--- config.mk ---
export PLATFORM = sky130hd
export DESIGN_NAME = mabt_ctrl
export DESIGN_NICKNAME = d
export VERILOG_FILES = /design/src/rtl/core/mabt_pkg.sv /design/src/rtl/core/mabt_ctrl.sv
export SDC_FILE = /design/constraint.sdc
export NUM_CORES = 1
export LEC_CHECK = 0
export BUFFER_PORTS_ARGS = -buffer_cell sky130_fd_sc_hd__buf_2
export CAP_MARGIN = 20
export CELL_PAD_IN_SITES_DETAIL_PLACEMENT = 1
export CELL_PAD_IN_SITES_GLOBAL_PLACEMENT = 1
export CORE_MARGIN = 2
export CORE_UTILIZATION = 38
export CTS_CLUSTER_DIAMETER = 30
export DETAILED_ROUTE_END_ITERATION = 10
export PLACE_DENSITY = 0.8
export SLEW_MARGIN = 5
export SYNTH_ARGS = -nofsm -noshare
export SYNTH_HDL_FRONTEND = slang
export SYNTH_SLANG_ARGS = --single-unit
--- constraint.sdc ---
create_clock -name i_clk -period 5.6 [get_ports i_clk]
set_input_delay 1.12 -clock i_clk [delete_from_list [all_inputs] [get_ports i_clk]]
set_output_delay 1.12 -clock i_clk [all_outputs]
set_load 0.02 [all_outputs]
--- src/rtl/core/mabt_pkg.sv ---
// ----------------------------------------------------------------------------
// mabt_pkg
// Shared types and constants for the multi-asset balance table.
// ----------------------------------------------------------------------------
package mabt_pkg;

    localparam int ACCOUNTS = 16;
    localparam int SLOTS    = 16;
    localparam int ACC_W    = 4;
    localparam int SLOT_W   = (SLOTS > 1) ? $clog2(SLOTS) : 1;
    localparam int CNT_W    = $clog2(SLOTS + 1);
    localparam int ADDR_W   = ACC_W + SLOT_W;
    localparam int ASSET_W  = 32;
    localparam int AMT_W    = 64;

    localparam logic [1:0] OP_GET  = 2'd0;
    localparam logic [1:0] OP_SET  = 2'd1;
    localparam logic [1:0] OP_XFER = 2'd2;

    // Datapath commands issued by the controller.
    typedef enum logic [2:0] {
        CMD_NONE  = 3'd0,
        CMD_LOAD  = 3'd1,  // capture the input item
        CMD_READ  = 3'd2,  // issue a read of slot r_idx of the chosen account
        CMD_WRITE = 3'd3,  // write the asset and wval at slot idx
        CMD_SHIFT = 3'd4   // write read data one slot lower
    } t_cmd;

    typedef struct packed {
        t_cmd                cmd;
        logic                sel_b;      // work on account_b instead of account_a
        logic [SLOT_W-1:0]   idx;
        logic [AMT_W-1:0]    wval;       // amount to write (CMD_WRITE)
        logic                cnt_we;
        logic [CNT_W-1:0]    cnt_val;
    } t_dp_ctl;

    typedef struct packed {
        logic [1:0]          op;
        logic [ACC_W-1:0]    acc_a;
        logic [ACC_W-1:0]    acc_b;
        logic [ASSET_W-1:0]  asset;
        logic [AMT_W-1:0]    amount;
        logic [CNT_W-1:0]    cnt;        // count of the selected account
        logic                hit;        // last read entry matches asset
        logic [AMT_W-1:0]    rd_amt;
    } t_dp_sts;

endpackage

--- src/rtl/core/mabt_ctrl.sv ---
// ----------------------------------------------------------------------------
// mabt_ctrl
// Sequencer: lookup scans, stores with removal shift, transfer and rollback.
// ----------------------------------------------------------------------------
module mabt_ctrl import mabt_pkg::*; (
    input  logic            i_clk,
    input  logic            i_rst_n,
    input  logic            i_in_valid,
    output logic            o_in_ready,
    output logic            o_out_valid,
    input  logic            i_out_ready,
    output logic            o_status,
    output logic [AMT_W-1:0] o_balance,
    input  t_dp_sts         i_sts,
    output t_dp_ctl         o_ctl
);

    typedef enum logic [8:0] {
        S_IDLE   = 9'b000000001,
        S_DISP   = 9'b000000010,
        S_LREQ   = 9'b000000100,  // lookup: read issued
        S_LCHK   = 9'b000001000,
        S_SREQ   = 9'b000010000,  // store: scan read issued
        S_SCHK   = 9'b000100000,
        S_SHREQ  = 9'b001000000,  // shift read issued
        S_SHWR   = 9'b010000000,
        S_DONE   = 9'b100000000
    } t_state;

    // Transfer phases.
    typedef enum logic [2:0] {
        PH_GET    = 3'd0,
        PH_SET    = 3'd1,
        PH_FROM   = 3'd2,  // lookup sender
        PH_DEBIT  = 3'd3,
        PH_TO     = 3'd4,  // lookup receiver
        PH_CREDIT = 3'd5,
        PH_ROLL   = 3'd6
    } t_phase;

    t_state r_state, n_state;
    t_phase r_ph, n_ph;
    logic [CNT_W-1:0] r_idx, n_idx;
    logic [AMT_W-1:0] r_from, n_from, r_val, n_val, r_bal, n_bal;
    logic r_status, n_status, r_ovalid, n_ovalid;
    logic w_sel_b, w_lfound, w_sok;
    logic [AMT_W-1:0] w_lamt;
    logic w_store_done;

    // No beat is taken while reset is held.
    assign o_in_ready  = i_rst_n && (r_state == S_IDLE) && !r_ovalid;
    assign o_out_valid = r_ovalid;
    assign o_status    = r_status;
    assign o_balance   = r_bal;
    assign w_sel_b     = (r_ph == PH_TO) || (r_ph == PH_CREDIT);

    always_ff @(posedge i_clk) begin
        if (!i_rst_n) begin
            r_state  <= S_IDLE;
            r_ovalid <= 1'b0;
        end else begin
            r_state  <= n_state;
            r_ovalid <= n_ovalid;
        end
        r_ph <= n_ph; r_idx <= n_idx; r_from <= n_from;
        r_val <= n_val; r_bal <= n_bal; r_status <= n_status;
    end

    always_comb begin
        n_state = r_state; n_ph = r_ph; n_idx = r_idx; n_from = r_from;
        n_val = r_val; n_bal = r_bal; n_status = r_status;
        n_ovalid = r_ovalid && !i_out_ready;
        w_lfound = 1'b0; w_lamt = '0; w_sok = 1'b1; w_store_done = 1'b0;
        o_ctl.cmd = CMD_NONE;
        o_ctl.sel_b = w_sel_b;
        o_ctl.idx = r_idx[SLOT_W-1:0];
        o_ctl.wval = r_val;
        o_ctl.cnt_we = 1'b0;
        o_ctl.cnt_val = i_sts.cnt;
        case (r_state)
            S_IDLE: begin
                if (i_in_valid && o_in_ready) begin
                    o_ctl.cmd = CMD_LOAD;
                    n_state = S_DISP;
                end
            end
            S_DISP: begin
                n_idx = '0; n_bal = '0; n_status = 1'b1;
                case (i_sts.op)
                    OP_GET: begin
                        n_ph = PH_GET; n_state = S_LREQ;
                    end
                    OP_SET: begin
                        n_ph = PH_SET; n_val = i_sts.amount; n_state = S_SREQ;
                    end
                    OP_XFER: begin
                        n_ph = PH_FROM;
                        n_state = (i_sts.amount != '0) ? S_LREQ : S_DONE;
                    end
                    default: n_state = S_DONE;
                endcase
            end
            S_LREQ: begin
                if (r_idx >= i_sts.cnt) begin
                    w_lfound = 1'b1;  // absent reads as zero
                end else begin
                    o_ctl.cmd = CMD_READ; n_state = S_LCHK;
                end
            end
            S_LCHK: begin
                if (i_sts.hit) begin
                    w_lfound = 1'b1; w_lamt = i_sts.rd_amt;
                end else begin
                    n_idx = r_idx + CNT_W'(1); n_state = S_LREQ;
                end
            end
            S_SREQ: begin
                if (r_idx >= i_sts.cnt) begin
                    // Absent: append unless zero or full.
                    w_store_done = 1'b1;
                    if (r_val != '0) begin
                        if (i_sts.cnt < CNT_W'(SLOTS)) begin
                            o_ctl.cmd = CMD_WRITE;
                            o_ctl.idx = i_sts.cnt[SLOT_W-1:0];
                            o_ctl.cnt_we = 1'b1;
                            o_ctl.cnt_val = i_sts.cnt + CNT_W'(1);
                        end else begin
                            w_sok = 1'b0;
                        end
                    end
                end else begin
                    o_ctl.cmd = CMD_READ; n_state = S_SCHK;
                end
            end
            S_SCHK: begin
                if (!i_sts.hit) begin
                    n_idx = r_idx + CNT_W'(1); n_state = S_SREQ;
                end else if (r_val != '0) begin
                    o_ctl.cmd = CMD_WRITE; w_store_done = 1'b1;
                end else begin
                    n_idx = r_idx + CNT_W'(1); n_state = S_SHREQ;
                end
            end
            S_SHREQ: begin
                if (r_idx >= i_sts.cnt) begin
                    o_ctl.cnt_we = 1'b1;
                    o_ctl.cnt_val = i_sts.cnt - CNT_W'(1);
                    w_store_done = 1'b1;
                end else begin
                    o_ctl.cmd = CMD_READ; n_state = S_SHWR;
                end
            end
            S_SHWR: begin
                o_ctl.cmd = CMD_SHIFT;
                n_idx = r_idx + CNT_W'(1); n_state = S_SHREQ;
            end
            S_DONE: begin
                if (!r_ovalid || i_out_ready) begin
                    n_ovalid = 1'b1; n_state = S_IDLE;
                end
            end
            default: n_state = S_IDLE;
        endcase

        // Phase sequencing after a lookup or a store completes.
        if (w_lfound) begin
            n_idx = '0;
            case (r_ph)
                PH_GET: begin
                    n_bal = w_lamt; n_status = 1'b0; n_state = S_DONE;
                end
                PH_FROM: begin
                    n_from = w_lamt;
                    if (w_lamt >= i_sts.amount) begin
                        n_val = w_lamt - i_sts.amount; n_ph = PH_DEBIT;
                        n_state = S_SREQ;
                    end else begin
                        n_state = S_DONE;
                    end
                end
                PH_TO: begin
                    n_val = w_lamt + i_sts.amount; n_ph = PH_CREDIT;
                    n_state = S_SREQ;
                end
                default: n_state = S_DONE;
            endcase
        end
        if (w_store_done) begin
            n_idx = '0;
            case (r_ph)
                PH_SET: begin
                    n_status = !w_sok; n_state = S_DONE;
                end
                PH_DEBIT: begin
                    n_ph = PH_TO; n_state = S_LREQ;
                end
                PH_CREDIT: begin
                    if (w_sok) begin
                        n_status = 1'b0; n_state = S_DONE;
                    end else begin
                        n_val = r_from; n_ph = PH_ROLL; n_state = S_SREQ;
                    end
                end
                default: n_state = S_DONE;
            endcase
        end
    end

    a_ready_idle: assert property (@(posedge i_clk) disable iff (!i_rst_n)
        o_in_ready |-> r_state == S_IDLE)
        else $error("ready outside idle");
    a_fail_zero: assert property (@(posedge i_clk) disable iff (!i_rst_n)
        (o_out_valid && o_status) |-> o_balance == '0)
        else $error("failure with nonzero balance");
    a_out_hold: assert property (@(posedge i_clk) disable iff (!i_rst_n)
        (o_out_valid && !i_out_ready) |=> o_out_valid && $stable(o_balance))
        else $error("result dropped");

endmodule

== Word level (Yosys, flattened, before mapping) ==
Index checks and enable logic that the tools add are counted.
Widths: inputs -> output; s select.
Storage, ports and cells
  register bits after elaboration: 211
  latch bits: 0
  bits in writable memories: 0
  ROM bits: 0
  output and inout bits: 145
  word-level logic and storage cells: 138
  memories kept: 0
Cells by class
  add/subtract/negate cells: 5
  $mul: 0
  div/mod/pow operators: 0
  $lt $le $gt $ge: 3
  eq/ne operators: 25
  shifts and indexed selects: 0
  mux-type cells: 77
  bitwise gates (word level): 0
  reduce and logical (&&, ||, !) cells: 20
Operators with widths (number)
  $mux 64: 12
  $pmux 64 s2: 1
  $reduce_bool 64->1: 2
  $mux 9: 13
  $pmux 9 s9: 1
  $add 64x64->64: 1
  $ge 64x64->1: 1
  $sub 64x64->64: 1
  $pmux 9 s2: 2
  $pmux 9 s3: 1
  $mux 6: 4
  $ne 4x4->1 const B: 5
  $pmux 5 s4: 1
  $mux 3: 6
  $mux 1: 16
  $mux 4: 4
  $mux 5: 3
  $pmux 3 s5: 1
  $pmux 3 s2: 2
  $pmux 6 s2: 1
  $add 5x1->5 const B: 2
  $mux 2: 5
  $eq 9x1->1 const B: 1
  $eq 9x2->1 const B: 1
  other kinds (31): 43

== Longest topological paths before layout ==
  word-level depth: 9
  gate-level depth with buffers: 23
  depth with buffers taken out: 20

== Least setup slack after synthesis ==
No wires, ideal clock.
  kind: input to register
  from: input i_sts[65] (netlist bit)
  to: register r_val[63]
  arrival: 5.759 ns
  setup slack: -0.276 ns
  stages on the path: 13
  cell sequence: ha_1 -> nand2b_1 -> a21o_1 -> a21oi_1 -> o21a_1 -> nor3_1 -> a21oi_1 -> nor2_1 -> a311o_1 -> o32a_1 -> a21oi_1 -> a21oi_1 -> nand2_1
Between the ends
  longest elaborated chain between the ends: 8
RTL lines
  start, declared: RTL line mabt_ctrl.sv:14  | input t_dp_sts i_sts,
  $lt 5x5->1: RTL line mabt_ctrl.sv:122  | if (i_sts.cnt < CNT_W'(SLOTS)) begin
  $mux 1: RTL line mabt_ctrl.sv:122
  $mux 1: RTL line mabt_ctrl.sv:121  | if (r_val != '0) begin
  $mux 1: RTL line mabt_ctrl.sv:118  | if (r_idx >= i_sts.cnt) begin
  $mux 1: RTL line mabt_ctrl.sv:80  | case (r_state)
  $mux 64: RTL line mabt_ctrl.sv:198  | if (w_sok) begin
  $mux 64: RTL line mabt_ctrl.sv:190  | case (r_ph)
  $mux 64 *: RTL line mabt_ctrl.sv:188  | if (w_store_done) begin
  via n_val[63]: RTL line mabt_ctrl.sv:44  | logic [AMT_W-1:0] r_from, n_from, r_val, n_val, r_bal, n_bal;
  end signal, assigned: RTL line mabt_ctrl.sv:66  | r_val <= n_val; r_bal <= n_bal; r_status <= n_status;
  end, declared: RTL line mabt_ctrl.sv:44
The timed path passes the listed nets; every way through them passes the cells marked *.
A chain may end at the register's enable or synchronous reset.

== Worst setup path in the final report ==
  from: register r_state[2]
  to: register r_val[61]
Between the ends
  longest elaborated chain between the ends: 9
RTL lines
  start, declared: RTL line mabt_ctrl.sv:41  | t_state r_state, n_state;
  start signal, assigned: RTL line mabt_ctrl.sv:62  | r_state <= n_state;
  $eq 9x4->1 *: RTL line mabt_ctrl.sv:80
  $mux 64 *: RTL line mabt_ctrl.sv:80
  via w_lamt[30]: RTL line mabt_ctrl.sv:47  | logic [AMT_W-1:0] w_lamt;
  $sub 64x64->64 or $ge 64x64->1 (tied branches): RTL line mabt_ctrl.sv:175, mabt_ctrl.sv:174
  $mux 64: RTL line mabt_ctrl.sv:174  | if (w_lamt >= i_sts.amount) begin
  $pmux 64 s2 *: RTL line mabt_ctrl.sv:168  | case (r_ph)
  $mux 64 *: RTL line mabt_ctrl.sv:166  | if (w_lfound) begin
  $mux 64: RTL line mabt_ctrl.sv:198
  $mux 64: RTL line mabt_ctrl.sv:190
  $mux 64 *: RTL line mabt_ctrl.sv:188
  via n_val[61]: RTL line mabt_ctrl.sv:44
Marks and branches as above.

==> flow_summary.toml <==
[clocking]
htreeDepth = 2
clock_path_buffers = 3
root_buffer = "clkbuf_16"
cts_buffers = 57
numClockSinks = 211
clock_latency_ns = 0.62
cts_tree = "yes"
cts_hold_buf = 0
clk_pin_slew_worst_paths_ns = 0.04

[routing]
viasPerCell = 6.37
wl_per_cell_um = 27.9
drc_errors = 0
drt_pass1_iterations = 7
wl_mm = 90.0
antenna_left = 0
drtIter0Drc = 1596
vias = 20577

[grt]
grt_pass1_vias = 20935
grt_overflow = 0
grt_pass1_wl_mm = 132
grt_max_degree = 97
grt_antenna_before_repair = 3
track_usage = 0.363

[setup_path]
required_ns = 6.12
slowest_stage = "ha_1"
cp-end-kind = "flop"
path_class = "reg2reg"
critical_path.top_delay_family = "compound AO/OA/AOI/OAI gates"
cp_cell_sequence = "nor3_1 -> nand3_1 -> nor3b_2 -> buf_4 -> and3_1 -> ha_1 -> inv_4 -> a21oi_1 -> o31ai_1 -> o41a_1 -> a21oi_1 -> or3_1 -> o22a_2 -> o31a_1 -> nor4_1 -> buf_4 -> a31oi_1 -> xnor2_1 -> o31ai_1"
cp.arrival_ns = 5.80
worst-path-buf-inv = 3
cp_max_fo = 28
rrSetupSlack_ns = 0.32
slowest_delay_ns = 0.44
crit_path_start_kind = "flop"

[finish]
fin_util = 0.485
seq_area_um2 = 4860
syn2layout_area_growth_pct = 26.9
instances_no_fill = 3229
nFillCells = 5692
antenna_cells = 0
fin_nets = 2890
drive_gt1_frac = 0.232
layout_commonest_cell = "buf_2"
most-common-layout-cells = "buf_2, a21oi_1, nor2_1, nand2_1, dfxtp_1"
multi_input_area_um2 = 11800

[timing]
fin_worst_skew_ns = 0.0257
slew_headroom = 0.212
fin_hold_ws_ns = 0.452
fin_crit_sh = 0.943
worst_slew_pin_slew_ns = 1.18
period_needed_ns = 5.28
fmax_ghz = 0.189
grt_setup_unrepaired = "false"
hold_viol = 0
maxSlewViolCount = 0
tns_ns = 0
setup_viol_count_final = 0

[yosys]
synth-seq-area-share = 0.274
synth_nets = 2558
ys_ff_latch = 211
syn_avg_cell_area_um2 = 7.91
async_flop_share = 0
yosysWarnings = 0
syn-cell-area_um2 = 17700
synthFlopType = "dfxtp_1"
synthDistinctLibCells = 99
syn_inst = 2241
synth_enable_flop_cells = 64

[floorplanning]
die_area_um2 = 48400
fp.dieW_um = 220
start_util = 0.383
placementRows = 79
die_y_um = 220
coreArea_um2 = 46400
pin_count = 325

[power]
powerDensity_nw_per_um2 = 311
p_leak_nw = 9.95
power_w = 0.00700
peakVddDrop_v = 0.000259

[placed_design]
gp_congestion = 1.00
portBuffers = 284
place_inst = 3119
hpwl_mm = 68.3

[job]
drv_cap = 0

[status]
outcome = "finished, final reports clean"

[worst_hold_path]
hold_class = "reg2reg"
[layout make-up]
class                   instances  share of cell area
repair buffers                417               0.111
well taps                     607              0.0337
multi-input cells            1739               0.523
flip-flops and latches        211               0.216
inverters                     147              0.0246
clock inverters                30              0.0184
clock buffers                  78              0.0732
[cells by family after synthesis]
| family | Yosys count | share of synthesized area |
|---|---|---|
| multiplexers | 64 | 0.0380 |
| flip-flops | 211 | 0.274 |
| AND/OR/NAND/NOR | 709 | 0.195 |
| adder cells (fa/ha/maj) | 137 | 0.0975 |
| AO/OA/AOI/OAI | 793 | 0.309 |
| buffers and inverters | 291 | 0.0679 |
| XOR/XNOR | 36 | 0.0178 |
[synth_stat cells (7+ instances only)]
| cell | n | area [um^2] |
|---|---|---|
| a211oi_1 | 13 | 97.6 |
| a21o_1 | 28 | 210 |
| a21oi_1 | 233 | 1170 |
| a221o_1 | 22 | 220 |
| a221oi_1 | 15 | 131 |
| a22o_1 | 70 | 613 |
| a31oi_1 | 37 | 231 |
| and3_1 | 69 | 432 |
| buf_2 | 48 | 240 |
| clkbuf_1 | 84 | 315 |
| dfxtp_1 | 147 | 2940 |
| edfxtp_1 | 64 | 1920 |
| ha_1 | 135 | 1690 |
| inv_1 | 142 | 533 |
| mux2_2 | 27 | 304 |
| mux2i_1 | 37 | 370 |
| nand2_1 | 157 | 589 |
| nand2b_1 | 13 | 81.3 |
| nand3_1 | 52 | 260 |
| nand3b_1 | 7 | 52.6 |
| nand4_1 | 33 | 206 |
| nor2_1 | 210 | 788 |
| nor2b_1 | 20 | 125 |
| nor3_1 | 49 | 245 |
| nor4_1 | 58 | 363 |
| o211ai_1 | 18 | 135 |
| o21a_1 | 29 | 218 |
| o21ai_0 | 110 | 551 |
| o21bai_1 | 41 | 308 |
| o221ai_1 | 30 | 263 |
| o22ai_1 | 27 | 169 |
| o31ai_1 | 26 | 195 |
| or3_1 | 8 | 50.1 |
| xnor2_1 | 30 | 263 |
[what timing repair did]
item / in CTS / in global routing
setup buffers: 0 / 2
setup endpoints to repair: 0 / 25
resized for setup: 0 / 11
[report_power, final]
group | internal (W) | total (W) | switching [W]
sequential | 0.00174 | 0.00199 | 0.000249
combinational | 0.000518 | 0.00155 | 0.00103
clock | 0.00235 | 0.00346 | 0.00112
total | 0.00461 | 0.00700 | 0.00240
[flip-flops by register name (all words and copies together), names as in the netlist]
| register | cells |
|---|---|
| r_ph | 3 |
| o_status | 1 |
| r_idx | 5 |
| o_out_valid | 1 |
| r_state | 9 |
| r_val | 64 |
| o_balance | 64 |
| r_from | 64 |
[metrics by stage]
step,setup slack [ns],instance area (um^2)
3_3_place_gp,0.298,20400
3_5_place_dp,0.159,20400
2_1_floorplan,0.850,17700
4_1_cts,0.160,22400
6_report,0.321,22500
5_1_grt,0.00783,22500
[final timing paths]
check / cells after the start / endpoint / from
setup / recovery: 19 / r_val[61] / r_state[2]
hold / removal: 2 / r_val[0] / r_from[0]
setup reg to reg: 19 / r_val[61] / r_state[2]
hold reg to reg: 2 / r_val[0] / r_from[0]
[metal layers]
metal	vias to the layer above	GRT usage	part of all wire
li1	9062	-	-
met1	10356	0.481	0.43
met2	943	0.582	0.45
met3	216	0.0632	0.075
met4	0	0.153	0.043
met5	-	0	0
[tightest hold or removal path, delay by kind of cell, from the launching register on]
family / cells / cell delay, ns
compound gates: 1 / 0.06
simple gates: 1 / 0.05
flops: 1 / 0.31
No activity file was read; power rests on OpenSTA's default activity.
